--- src/hdl/itmu_pkg.sv ---
// ----------------------------------------------------------------------------
// Instability time monitor package
// Types, codes and helper functions shared by the monitor's modules.
// ----------------------------------------------------------------------------
`default_nettype none

package itmu_pkg;

   localparam int NUM_CHANNELS = 5;
   localparam int SAMPLE_BITS  = 16;
   localparam int LEVEL_BITS   = 15;
   localparam int LIMIT_BITS   = 20;
   localparam int ACC_BITS     = LIMIT_BITS + 1;
   localparam int STATUS_BITS  = 2;
   localparam int CSR_INDEX_BITS = 2;

   localparam logic [STATUS_BITS-1:0] STATUS_OK    = 2'd0;
   localparam logic [STATUS_BITS-1:0] STATUS_WARN  = 2'd1;
   localparam logic [STATUS_BITS-1:0] STATUS_ERROR = 2'd2;

   localparam logic KIND_CHECK = 1'b0;
   localparam logic KIND_RESET = 1'b1;

   localparam logic [CSR_INDEX_BITS-1:0] CSR_TIME_LIMIT  = 2'd0;
   localparam logic [CSR_INDEX_BITS-1:0] CSR_WHEEL_LIMIT = 2'd1;
   localparam logic [CSR_INDEX_BITS-1:0] CSR_LEG_LIMIT   = 2'd2;
   localparam logic [CSR_INDEX_BITS-1:0] CSR_TILT_LIMIT  = 2'd3;

   localparam logic [LIMIT_BITS-1:0] TIME_LIMIT_RESET  = 20'd10000;
   localparam logic [LEVEL_BITS-1:0] WHEEL_LIMIT_RESET = 15'd10240;
   localparam logic [LEVEL_BITS-1:0] LEG_LIMIT_RESET   = 15'd5120;
   localparam logic [LEVEL_BITS-1:0] TILT_LIMIT_RESET  = 15'd313;

   localparam int CH_LEFT_WHEEL  = 0;
   localparam int CH_RIGHT_WHEEL = 1;
   localparam int CH_LEFT_LEG    = 2;
   localparam int CH_RIGHT_LEG   = 3;
   localparam int CH_TILT        = 4;

   typedef logic signed [SAMPLE_BITS-1:0] sample_type;

   typedef struct packed {
      logic                  update;
      logic                  clear;
      logic [LIMIT_BITS-1:0] time_limit;
      logic [ACC_BITS-1:0]   elapsed;
   } chan_ctrl_type;

   function automatic logic [SAMPLE_BITS:0] magnitude(input sample_type value);
      logic [SAMPLE_BITS:0] ext;
      ext = {1'b0, value};
      if (value[SAMPLE_BITS-1]) begin
         return {1'b1, {SAMPLE_BITS{1'b0}}} - ext;
      end
      return ext;
   endfunction

endpackage

`default_nettype wire

--- src/hdl/itmu_channel.sv ---
// ----------------------------------------------------------------------------
// Instability time monitor channel
// Accumulator, error latch and error counter of one monitored measurement.
// ----------------------------------------------------------------------------
`default_nettype none

module itmu_channel #(
   parameter int COUNT_BITS = 16
) (
   input  wire logic                             clock,
   input  wire logic                             reset,
   input  wire itmu_pkg::chan_ctrl_type          ctrl,
   input  wire logic                             trig,
   output logic [itmu_pkg::STATUS_BITS-1:0]      status_in,
   output logic [COUNT_BITS-1:0]                 count_in
);
   import itmu_pkg::*;

   localparam int SUM_BITS = ACC_BITS + 1;

   logic [ACC_BITS-1:0]   acc_ff;
   logic [ACC_BITS-1:0]   acc_in;
   logic                  latch_ff;
   logic                  latch_in;
   logic [COUNT_BITS-1:0] count_ff;
   logic [SUM_BITS-1:0]   sum;
   logic [SUM_BITS-1:0]   limit_ext;

   always_comb begin
      limit_ext = SUM_BITS'(ctrl.time_limit);
      if (trig) begin
         sum = SUM_BITS'(acc_ff) + SUM_BITS'(ctrl.elapsed);
      end else if (acc_ff > ctrl.elapsed) begin
         sum = SUM_BITS'(acc_ff - ctrl.elapsed);
      end else begin
         sum = '0;
      end
      acc_in    = sum[ACC_BITS-1:0];
      latch_in  = 1'b0;
      count_in  = count_ff;
      status_in = STATUS_OK;
      if (ctrl.clear) begin
         acc_in   = '0;
         count_in = '0;
      end else if (sum > limit_ext) begin
         acc_in    = ACC_BITS'(ctrl.time_limit) + ACC_BITS'(1);
         status_in = STATUS_ERROR;
         latch_in  = 1'b1;
         if (!latch_ff && (count_ff != '1)) begin
            count_in = count_ff + COUNT_BITS'(1);
         end
      end else if (sum > (limit_ext >> 1)) begin
         status_in = STATUS_WARN;
      end
   end

   always_ff @(posedge clock) begin
      if (reset) begin
         acc_ff   <= '0;
         latch_ff <= 1'b0;
         count_ff <= '0;
      end else if (ctrl.update) begin
         acc_ff   <= acc_in;
         latch_ff <= latch_in;
         count_ff <= count_in;
      end
   end

endmodule

`default_nettype wire

--- src/hdl/instability_time_monitor_unit.sv ---
// ----------------------------------------------------------------------------
// Instability time monitor unit
// Watches five measurements over time and flags sustained instability.
// ----------------------------------------------------------------------------
// Usage:
// Check and reset items arrive on the req_ channel and are accepted when
// req_valid is high and req_stall is low. Each item yields exactly one result
// on the rsp_ channel, accepted when rsp_valid is high and rsp_stall is low.
// An accepted item is held in an input register; once the output register can
// take it, the five channels are updated in parallel and the result is loaded
// there. One item is taken per cycle while rsp_stall is low. The user must write
// the limits through the csr_ port only while no item is in flight; the block
// does not enforce it. When the receiver stalls, the result stays in the
// output register and one more item may wait in the input register; after
// that req_stall is raised. Reset empties both registers, restores the default
// limits and clears all channel state, the sticky instability flag and the
// initialized bit, so the next check item restarts the time base.
// ----------------------------------------------------------------------------
`default_nettype none

module instability_time_monitor_unit #(
   parameter int TIME_BITS  = 32,
   parameter int COUNT_BITS = 16
) (
   input  wire logic                                 clock,
   input  wire logic                                 reset,
   input  wire logic                                 csr_write,
   input  wire logic [itmu_pkg::CSR_INDEX_BITS-1:0]  csr_index,
   input  wire logic [itmu_pkg::LIMIT_BITS-1:0]      csr_wdata,
   input  wire logic                                 req_valid,
   output logic                                      req_stall,
   input  wire logic                                 req_kind,
   input  wire logic [TIME_BITS-1:0]                 req_now_us,
   input  wire itmu_pkg::sample_type                 req_left_wheel_speed,
   input  wire itmu_pkg::sample_type                 req_right_wheel_speed,
   input  wire itmu_pkg::sample_type                 req_left_leg_rate,
   input  wire itmu_pkg::sample_type                 req_right_leg_rate,
   input  wire itmu_pkg::sample_type                 req_body_tilt,
   input  wire logic                                 req_deforced_mode,
   output logic                                      rsp_valid,
   input  wire logic                                 rsp_stall,
   output logic [itmu_pkg::STATUS_BITS-1:0]          rsp_left_wheel_status,
   output logic [itmu_pkg::STATUS_BITS-1:0]          rsp_right_wheel_status,
   output logic [itmu_pkg::STATUS_BITS-1:0]          rsp_left_leg_status,
   output logic [itmu_pkg::STATUS_BITS-1:0]          rsp_right_leg_status,
   output logic [itmu_pkg::STATUS_BITS-1:0]          rsp_tilt_status,
   output logic                                      rsp_instable,
   output logic [COUNT_BITS-1:0]                     rsp_left_wheel_errors,
   output logic [COUNT_BITS-1:0]                     rsp_right_wheel_errors,
   output logic [COUNT_BITS-1:0]                     rsp_left_leg_errors,
   output logic [COUNT_BITS-1:0]                     rsp_right_leg_errors,
   output logic [COUNT_BITS-1:0]                     rsp_tilt_errors
);
   import itmu_pkg::*;

   localparam int CMP_BITS = (TIME_BITS > ACC_BITS) ? TIME_BITS : ACC_BITS;

   logic [LIMIT_BITS-1:0]  time_limit_ff;
   logic [LEVEL_BITS-1:0]  wheel_limit_ff;
   logic [LEVEL_BITS-1:0]  leg_limit_ff;
   logic [LEVEL_BITS-1:0]  tilt_limit_ff;

   logic                   s1_valid_ff;
   logic                   s1_kind_ff;
   logic [TIME_BITS-1:0]   s1_now_ff;
   sample_type             s1_sample_ff [NUM_CHANNELS];
   logic                   s1_deforced_ff;

   logic [TIME_BITS-1:0]   last_time_ff;
   logic                   initialized_ff;
   logic                   instable_ff;
   logic                   instable_in;

   logic                   rsp_valid_ff;
   logic [STATUS_BITS-1:0] status_ff [NUM_CHANNELS];
   logic [COUNT_BITS-1:0]  count_ff  [NUM_CHANNELS];
   logic                   rsp_instable_ff;

   logic                   advance;
   logic                   fire;
   logic [TIME_BITS-1:0]   elapsed_full;
   logic [CMP_BITS-1:0]    elapsed_cmp;
   logic                   long_gap;
   logic [LEVEL_BITS-1:0]  level [NUM_CHANNELS];
   logic [NUM_CHANNELS-1:0] trig;
   logic [NUM_CHANNELS-1:0] error_now;
   chan_ctrl_type          ctrl;
   logic [STATUS_BITS-1:0] status_in [NUM_CHANNELS];
   logic [COUNT_BITS-1:0]  count_in  [NUM_CHANNELS];

   assign advance   = !rsp_valid_ff || !rsp_stall;
   assign fire      = s1_valid_ff && advance;
   assign req_stall = s1_valid_ff && !advance;

   always_ff @(posedge clock) begin
      if (reset) begin
         time_limit_ff  <= TIME_LIMIT_RESET;
         wheel_limit_ff <= WHEEL_LIMIT_RESET;
         leg_limit_ff   <= LEG_LIMIT_RESET;
         tilt_limit_ff  <= TILT_LIMIT_RESET;
      end else if (csr_write) begin
         unique case (csr_index)
            CSR_TIME_LIMIT:  time_limit_ff  <= csr_wdata;
            CSR_WHEEL_LIMIT: wheel_limit_ff <= csr_wdata[LEVEL_BITS-1:0];
            CSR_LEG_LIMIT:   leg_limit_ff   <= csr_wdata[LEVEL_BITS-1:0];
            CSR_TILT_LIMIT:  tilt_limit_ff  <= csr_wdata[LEVEL_BITS-1:0];
            default: ;
         endcase
      end
   end

   always_ff @(posedge clock) begin
      if (reset) begin
         s1_valid_ff <= 1'b0;
      end else if (!req_stall) begin
         s1_valid_ff <= req_valid;
      end
   end

   always_ff @(posedge clock) begin
      if (req_valid && !req_stall) begin
         s1_kind_ff                     <= req_kind;
         s1_now_ff                      <= req_now_us;
         s1_sample_ff[CH_LEFT_WHEEL]    <= req_left_wheel_speed;
         s1_sample_ff[CH_RIGHT_WHEEL]   <= req_right_wheel_speed;
         s1_sample_ff[CH_LEFT_LEG]      <= req_left_leg_rate;
         s1_sample_ff[CH_RIGHT_LEG]     <= req_right_leg_rate;
         s1_sample_ff[CH_TILT]          <= req_body_tilt;
         s1_deforced_ff                 <= req_deforced_mode;
      end
   end

   always_comb begin
      level[CH_LEFT_WHEEL]  = wheel_limit_ff;
      level[CH_RIGHT_WHEEL] = wheel_limit_ff;
      level[CH_LEFT_LEG]    = leg_limit_ff;
      level[CH_RIGHT_LEG]   = leg_limit_ff;
      level[CH_TILT]        = tilt_limit_ff;
      for (int i = 0; i < NUM_CHANNELS; i++) begin
         trig[i] = magnitude(s1_sample_ff[i]) > (SAMPLE_BITS + 1)'(level[i]);
      end
      trig[CH_TILT] = trig[CH_TILT] && !s1_deforced_ff;

      elapsed_full = s1_now_ff - last_time_ff;
      elapsed_cmp  = CMP_BITS'(elapsed_full);
      long_gap     = elapsed_cmp > CMP_BITS'({time_limit_ff, 1'b0});

      ctrl.update     = fire;
      ctrl.clear      = (s1_kind_ff == KIND_RESET) || !initialized_ff || long_gap;
      ctrl.time_limit = time_limit_ff;
      ctrl.elapsed    = elapsed_cmp[ACC_BITS-1:0];
   end

   for (genvar g = 0; g < NUM_CHANNELS; g++) begin : g_chan
      itmu_channel #(
         .COUNT_BITS (COUNT_BITS)
      ) u_channel (
         .clock     (clock),
         .reset     (reset),
         .ctrl      (ctrl),
         .trig      (trig[g]),
         .status_in (status_in[g]),
         .count_in  (count_in[g])
      );
      assign error_now[g] = (status_in[g] == STATUS_ERROR);
   end

   assign instable_in = (s1_kind_ff == KIND_RESET) ? 1'b0 : (instable_ff || (|error_now));

   always_ff @(posedge clock) begin
      if (reset) begin
         last_time_ff   <= '0;
         initialized_ff <= 1'b0;
         instable_ff    <= 1'b0;
      end else if (fire) begin
         last_time_ff <= s1_now_ff;
         instable_ff  <= instable_in;
         if (s1_kind_ff == KIND_CHECK) begin
            initialized_ff <= 1'b1;
         end
      end
   end

   always_ff @(posedge clock) begin
      if (reset) begin
         rsp_valid_ff <= 1'b0;
      end else if (advance) begin
         rsp_valid_ff <= s1_valid_ff;
      end
   end

   always_ff @(posedge clock) begin
      if (fire) begin
         status_ff       <= status_in;
         count_ff        <= count_in;
         rsp_instable_ff <= instable_in;
      end
   end

   assign rsp_valid              = rsp_valid_ff;
   assign rsp_left_wheel_status  = status_ff[CH_LEFT_WHEEL];
   assign rsp_right_wheel_status = status_ff[CH_RIGHT_WHEEL];
   assign rsp_left_leg_status    = status_ff[CH_LEFT_LEG];
   assign rsp_right_leg_status   = status_ff[CH_RIGHT_LEG];
   assign rsp_tilt_status        = status_ff[CH_TILT];
   assign rsp_instable           = rsp_instable_ff;
   assign rsp_left_wheel_errors  = count_ff[CH_LEFT_WHEEL];
   assign rsp_right_wheel_errors = count_ff[CH_RIGHT_WHEEL];
   assign rsp_left_leg_errors    = count_ff[CH_LEFT_LEG];
   assign rsp_right_leg_errors   = count_ff[CH_RIGHT_LEG];
   assign rsp_tilt_errors        = count_ff[CH_TILT];

endmodule

`default_nettype wire

--- config.mk ---
export PLATFORM = sky130hd
export DESIGN_NAME = instability_time_monitor_unit
export DESIGN_NICKNAME = d
export VERILOG_FILES = /design/src/hdl/itmu_pkg.sv /design/src/hdl/itmu_channel.sv /design/src/hdl/instability_time_monitor_unit.sv
export SDC_FILE = /design/constraint.sdc
export NUM_CORES = 2
export LEC_CHECK = 0
export ABC_AREA = 1
export BUFFER_PORTS_ARGS = -buffer_cell sky130_fd_sc_hd__buf_2
export CAP_MARGIN = 20
export CORE_ASPECT_RATIO = 0.9
export CORE_MARGIN = 2
export CORE_UTILIZATION = 60
export DETAILED_ROUTE_END_ITERATION = 8
export GPL_TIMING_DRIVEN = 0
export MAX_ROUTING_LAYER = met4
export PLACE_DENSITY = 0.89
export SLEW_MARGIN = 5
export SYNTH_ARGS = -nofsm -noshare
export SYNTH_HDL_FRONTEND = slang
export SYNTH_SLANG_ARGS = --single-unit
export TNS_END_PERCENT = 100
--- constraint.sdc ---
create_clock -name clock -period 9.69 [get_ports clock]
set_input_delay 1.938 -clock clock [delete_from_list [all_inputs] [get_ports clock]]
set_output_delay 1.938 -clock clock [all_outputs]
set_load 0.01 [all_outputs]
After elaboration in Yosys (flattened, before gate mapping)
Memories as Yosys holds them, arrays and structs flattened.
Index checks and enable logic that the tools add are counted.
W data, S select, Z words.
{ "word_totals": {"memories": 1, "reg_bits": 416, "output_inout_bits": 93, "latchBits": 0, "word_cells": 205, "ramBits": 80, "romBits": 0, "inputBits": 141} }
{ "op_classes": {"n_eq_ne": 13, "n_shift": 0, "n_mux": 78, "order_cmp": 21, "n_mul": 0, "div": 0, "n_bitwise": 1, "add_sub_neg": 22, "reduce_logical": 31} }
{ "mem_list": {"columns": ["name", "words", "word_bits", "read_ports", "rd_ports_with_merged_regs", "write_ports", "line", "text"], "rows": [
  ["s1_sample_ff", 5, 16, 5, 0, 5, "instability_time_monitor_unit.sv:66", "sample_type s1_sample_ff [NUM_CHANNELS];"]
]} }
{ "ops": {"columns": ["cell", "n"], "rows": [
  ["$mux W16", 15],
  ["$mux W22", 10],
  ["$mux W21", 10],
  ["$mux W17", 10],
  ["$add A21 B21 Y22", 5],
  ["$gt A22 B19 Y1", 5],
  ["$gt A22 B20 Y1", 5],
  ["$sub A21 B21 Y22", 5],
  ["$gt A21 B21 Y1", 5],
  ["$gt A17 B15 Y1", 5],
  ["$sub A17 B16 Y17 const A", 5],
  ["$add A16 B1 Y16 const B", 5],
  ["$ne A16 B16 Y1 const B", 5],
  ["$gt A32 B21 Y1", 1],
  ["$sub A32 B32 Y32", 1],
  ["$mux W1", 23],
  ["$add A20 B1 Y21 const B", 1],
  ["$mux W2", 10],
  ["$eq A2 B2 Y1 const B", 7],
  ["$logic_not A1 Y1", 11],
  ["$reduce_and A2 Y1", 5],
  ["$logic_and A1 B1 Y1", 9],
  ["$reduce_or A5 Y1", 1],
  ["$logic_or A1 B1 Y1", 4],
  ["other kinds (3)", 3]
]} }

Depth between registers and ports, before layout
An unclocked memory read counts as a cell.
{ "depth": {"word_depth": 15, "ltp_mapped": 46} }

Hierarchy
A second synthesis with hierarchy kept.
{ "unflattened": {"hier_cells": 7472, "hier_area_um2": 49188.4} }
{ "by_module_without_submodules": {"columns": ["module", "n_inst", "cells_per_inst", "area_each_um2"], "rows": [
  ["itmu_channel (g_chan[1].u_channel ...)", 3, 1137, 6575.1],
  ["instability_time_monitor_unit", 1, 1755, 16096.7],
  ["itmu_channel (g_chan[4].u_channel)", 1, 1149, 6736.5],
  ["itmu_channel (g_chan[0].u_channel)", 1, 1157, 6630.1]
]} }

Least setup slack after synthesis
OpenSTA, ideal clock, no wires.
{ "synth_path": {"path_kind": "input port to flip-flop", "from": "input port rsp_stall", "to": "register rsp_instable_ff, in the netlist rsp_instable, enable pin", "arrival_ps": 5401, "required_ps": 9199, "setup_slack_ps": 3799, "path_buffers": 3, "setup_time_ps": 491, "path_stages": 6, "cell_sequence": "nand2_1 -> inv_1 -> nor2_1 -> clkbuf_1 -> clkbuf_1 -> clkbuf_1"} }
{ "synth_rtl": {"columns": ["element", "line", "text"], "rows": [
  ["start, declared", "instability_time_monitor_unit.sv:41", "input wire logic rsp_stall,"],
  ["end signal, assigned", "instability_time_monitor_unit.sv:196", "rsp_instable_ff <= instable_in;"],
  ["end, declared", "instability_time_monitor_unit.sv:77", "logic rsp_instable_ff;"]
]} }

Final worst setup path
{ "layout_path": {"from": "register s1_now_ff[0]", "to": "register status_ff, in the netlist rsp_tilt_status[0], data pin"} }
{ "layout_via": {"elab_chain_cells": 8} }
{ "layout_lines": {"columns": ["element", "line", "text"], "rows": [
  ["start, declared", "instability_time_monitor_unit.sv:65", "logic [TIME_BITS-1:0] s1_now_ff;"],
  ["start signal, assigned", "instability_time_monitor_unit.sv:123", "s1_now_ff <= req_now_us;"],
  ["$sub A32 B32 Y32 *", "instability_time_monitor_unit.sv:144", "elapsed_full = s1_now_ff - last_time_ff;"],
  ["$sub A21 B21 Y22 / $gt A21 B21 Y1 (equally long branches)", "itmu_channel.sv:34, itmu_channel.sv:33", null],
  ["$mux W22", "itmu_channel.sv:33", "end else if (acc_ff > ctrl.elapsed) begin"],
  ["$mux W22", "itmu_channel.sv:31", "if (trig) begin"],
  ["$gt A22 B19 Y1", "itmu_channel.sv:52", "end else if (sum > (limit_ext >> 1)) begin"],
  ["$mux W1", "itmu_channel.sv:52", null],
  ["$mux W2", "itmu_channel.sv:45", "end else if (sum > limit_ext) begin"],
  ["$mux W2 *", "itmu_channel.sv:42", "if (ctrl.clear) begin"],
  ["named net g_chan[4].u_channel.status_in, one bit", "itmu_channel.sv:14", "output logic [itmu_pkg::STATUS_BITS-1:0] status_in,"],
  ["end signal, assigned", "instability_time_monitor_unit.sv:194", "status_ff <= status_in;"],
  ["end, declared", "instability_time_monitor_unit.sv:75", "logic [STATUS_BITS-1:0] status_ff [NUM_CHANNELS];"]
]} }
Mark *: on every way through the listed nets, which the timed path passes. The rest lies on a longest branch.
A chain may end at the register's enable or synchronous reset.

==> results.sh <==
export IMPL_root_buffer="clkbuf_16"
export IMPL_maxSlewHeadroom_pct=5.84
export IMPL_cts_setup_buffers=0
export IMPL_start_util_pct=60.4
export IMPL_path_common_cell="nand2_1"
export IMPL_antenna_found_initial=10
export IMPL_crit_end="rsp_tilt_status[0]"
export IMPL_final_net_count=7314
export IMPL_cp_start_kind="flop"
export IMPL_chipWidth_um=290
export IMPL_grt_setup_unrepaired="no"
export IMPL_vdd_drop_max_uv=160
export IMPL_synth_distinct_cells=63
export IMPL_netSwitchingFraction_pct=43.6
export IMPL_grt_max_degree=80
export IMPL_post_route_drc_count=0
export IMPL_fmax_ghz=0.112
export IMPL_clk_pin_slew_ps=60
export IMPL_startpoint="s1_now_ff[0]"
export IMPL_synth_area_um2=44000
export IMPL_fin_area_um2=49000
export IMPL_critPathMaxFanout=10
export IMPL_grt_pass1_wl_mm=244
export IMPL_synth_edf_count=205
export IMPL_cts_tree="built"
export IMPL_num_io_pins=234
export IMPL_crit_arrival_ps=9270
export IMPL_ys_ff_latch=496
export IMPL_drv_slew=0
export IMPL_dp_hpwl_mm=127
export IMPL_placed_area_um2=46900
export IMPL_clkPwrFrac_pct=28.0
export IMPL_coreArea_um2=72900
export IMPL_cts_resized_gates=0
export IMPL_fin_skew_ps=31.8
export IMPL_yosysWarnings=0
export IMPL_synth_top_area_share_pct=15.4
export IMPL_grt_pass1_vias=42800
export IMPL_endpoint_kind="flop"
export IMPL_setup_viol=0
export IMPL_wl_per_cell_um=21.5
export IMPL_vias_per_cell=6.16
export IMPL_groute_usage_overall_pct=43.3
export IMPL_clock_latency_ps=650
export IMPL_gp_congestion=1.09
export IMPL_timing_rr_start="s1_now_ff[0]"
export IMPL_power_share_combinational_pct=43.7
export IMPL_yosys_top_cells_area="ha_1, edfxtp_1, dfxtp_1, nand2_1, a21oi_1"
export IMPL_leakagePower_nw=23.2
export IMPL_area_growth_pct=11.2
export IMPL_status="complete, no violations"
export IMPL_seqPwrFrac_pct=28.3
export IMPL_cts_htree_levels=2
export IMPL_vias=47000
export IMPL_tightest_slew_ps=1400
export IMPL_reg2reg_setup_slack_ps=730
export IMPL_synth_top_cell_by_area="ha_1"
export IMPL_placed_cells=7520
export IMPL_cp_slowest_cell="nor3_1"
export IMPL_drive_gt1_share_pct=8.15
export IMPL_ant_nets=0
export IMPL_min_path_type="flop to flop"
export IMPL_cts_sinks=496
export IMPL_critPathMaxStageDelay_ps=670
export IMPL_r2r_cells=39
export IMPL_drt_total_wl_mm=164
export IMPL_yosysSeqAreaShare_pct=27.2
export IMPL_synth_ff_type="dfxtp_1"
export IMPL_worst_r2r_endpoint="rsp_tilt_status[0]"
export IMPL_p_sw_mw=3.60
export IMPL_hold_viol=0
export IMPL_drt_iter0_markers=5474
export IMPL_fin_cells=7639
export IMPL_max_cap_viol_count=0
export IMPL_synth_avg_cell_area_um2=6.99
export IMPL_post_route_period_util_pct=92.4
export IMPL_gr_total_overflow=0
export IMPL_nFillCells=6212
export IMPL_syn_nets=6993
export IMPL_path_class="flop to flop"
export IMPL_io_buffers=233
export IMPL_cts_buffers_inserted=55
export IMPL_rows=94
export IMPL_setup_tns_final_ps=0
export IMPL_synthArstFlopShare_pct=0
export IMPL_required_ps=10010
export IMPL_cts_hold_buf=0
export IMPL_cts_buffer_depth=3
export IMPL_syn_inst=6299
export IMPL_powerDensity_nw_per_um2=169
export IMPL_die_height_um=261
export IMPL_min_period_ps=8960
export IMPL_die_area_um2=75600
export IMPL_internal_power_mw=4.66
export IMPL_drt_pass1_iterations=7
-- cell usage after synthesis, types with 7 or more instances --
library cell	number
a211oi_1	13
a21o_1	33
a21oi_1	727
a31oi_1	25
buf_2	82
buf_4	15
clkbuf_1	125
dfxtp_1	291
edfxtp_1	205
fa_1	11
ha_1	542
inv_1	818
inv_2	11
nand2_1	1270
nand2_2	10
nand3_1	269
nand3b_1	21
nand4_1	95
nor2_1	518
nor2_2	13
nor3_1	108
nor3b_1	7
nor4_1	36
o211ai_1	124
o21a_1	23
o21ai_0	482
o21ai_1	23
o21bai_1	32
o22ai_1	31
o31ai_1	10
xnor2_1	31
xor2_1	229
-- registers in the layout (all words and copies together), names as in the netlist, 5 cells and up --
signal,cells
g_chan.u_channel.acc_ff,105
g_chan.u_channel.count_ff,80
g_chan.u_channel.latch_ff,5
last_time_ff,32
leg_limit_ff,15
rsp_left_leg_errors,16
rsp_left_wheel_errors,16
rsp_right_leg_errors,16
rsp_right_wheel_errors,16
rsp_tilt_errors,16
s1_now_ff,32
s1_sample_ff,80
tilt_limit_ff,15
time_limit_ff,20
wheel_limit_ff,15
-- how the worst min path moves through the flow --
stage	start	end	slack (ps)	cells after the start
4_1_cts	last_time_ff[15]	last_time_ff[15]	460	2
3_3_place_gp	last_time_ff[2]	last_time_ff[2]	440	2
2_1_floorplan	g_chan[0].u_channel.latch_ff	g_chan[0].u_channel.latch_ff	430	2
6_report	last_time_ff[15]	last_time_ff[15]	460	2
3_5_place_dp	last_time_ff[15]	last_time_ff[15]	450	2
5_1_grt	last_time_ff[15]	last_time_ff[15]	480	2
-- stage by stage --
| stage | hold slack, ps | setup slack (ps) | util, % | power (mW) |
|---|---|---|---|---|
| after floorplan | 432 | 3800 | - | 4.60 |
| final | 459 | 732 | 67.1 | 8.27 |
| after CTS | 460 | 1260 | 67.1 | 8.08 |
| after global routing | 475 | 671 | 67.1 | 8.61 |
| after detailed placement | 451 | 1350 | 64.4 | 5.80 |
| after global placement | 442 | 166 | 63.6 | 5.63 |
-- kinds of logic after synthesis --
logic type,count (synthesis),share of synthesized area [%]
xor+xnor,260,5.17
compound gates,1553,19.4
fa+ha+maj,553,15.9
flops,496,27.2
simple gates,2376,22.8
mux,1,0.0227
buf+inv,1060,9.50
-- final cells by class --
| type | instances | area [µm²] | share of cell area (%) |
|---|---|---|---|
| clock inverters | 33 | 482 | 0.984 |
| plain buffers | 229 | 1070 | 2.18 |
| inverters | 831 | 3120 | 6.38 |
| multi-input cells | 4743 | 28000 | 57.2 |
| repair buffers | 264 | 1590 | 3.25 |
| diodes | 14 | 35.0 | 0.0715 |
| flip-flops and latches | 496 | 12000 | 24.5 |
| clock buffers | 69 | 1470 | 3.00 |
| well taps | 960 | 1200 | 2.45 |
-- worst max-delay path: cells and delay by family, from the launching register on --
kind            cells  cell delay (ps)
compound gates      7             1500
buf+inv             7             2000
simple gates       20             2690
flops               1              400
xor+xnor            1              630
fa+ha+maj           4             1340
-- power groups by stage --
stage                     combinational, mW  clock [mW]  sequential, mW
after floorplan                        2.22           0            2.38
after global placement                 3.25           0            2.38
after CTS                              3.44        2.30            2.34
after detailed placement               3.42           0            2.38
after global routing                   3.88        2.38            2.35
final                                  3.61        2.31            2.34
-- cells in the final DEF, fill, tap and decap left out, types with 10 or more instances in the layout --
cell type,instances
inv_2,11
nand2_1,1270
nor2_2,13
buf_8,15
a21oi_1,727
clkbuf_16,55
buf_4,19
nand2_2,10
nand3_1,269
xnor2_1,28
o211ai_1,124
nor2_1,518
a211oi_1,13
xor2_2,17
bufinv_16,10
fa_1,10
xor2_1,212
edfxtp_1,205
nor4_1,36
o21a_1,23
clkbuf_1,134
buf_6,16
o21bai_1,32
nor3_1,108
nand3b_1,21
o22ai_1,31
nand4_1,95
o21ai_0,482
inv_1,817
a21o_1,33
a31oi_1,25
diode_2,14
dfxtp_1,291
buf_2,315
o31ai_1,10
ha_1,542
o21ai_1,23
-- routing by layer --
metal | track usage (%) | part of all wire, % | wire length (µm) | up-vias
met5 | - | 0 | 0 | -
met4 | 24.9 | 6.6 | 10900 | 0
met3 | 9.94 | 13 | 21400 | 646
met2 | 63.0 | 42 | 69000 | 2994
met1 | 55.1 | 38 | 63200 | 21600
li1 | - | - | - | 21800
No activity file was read; power rests on OpenSTA's default activity.
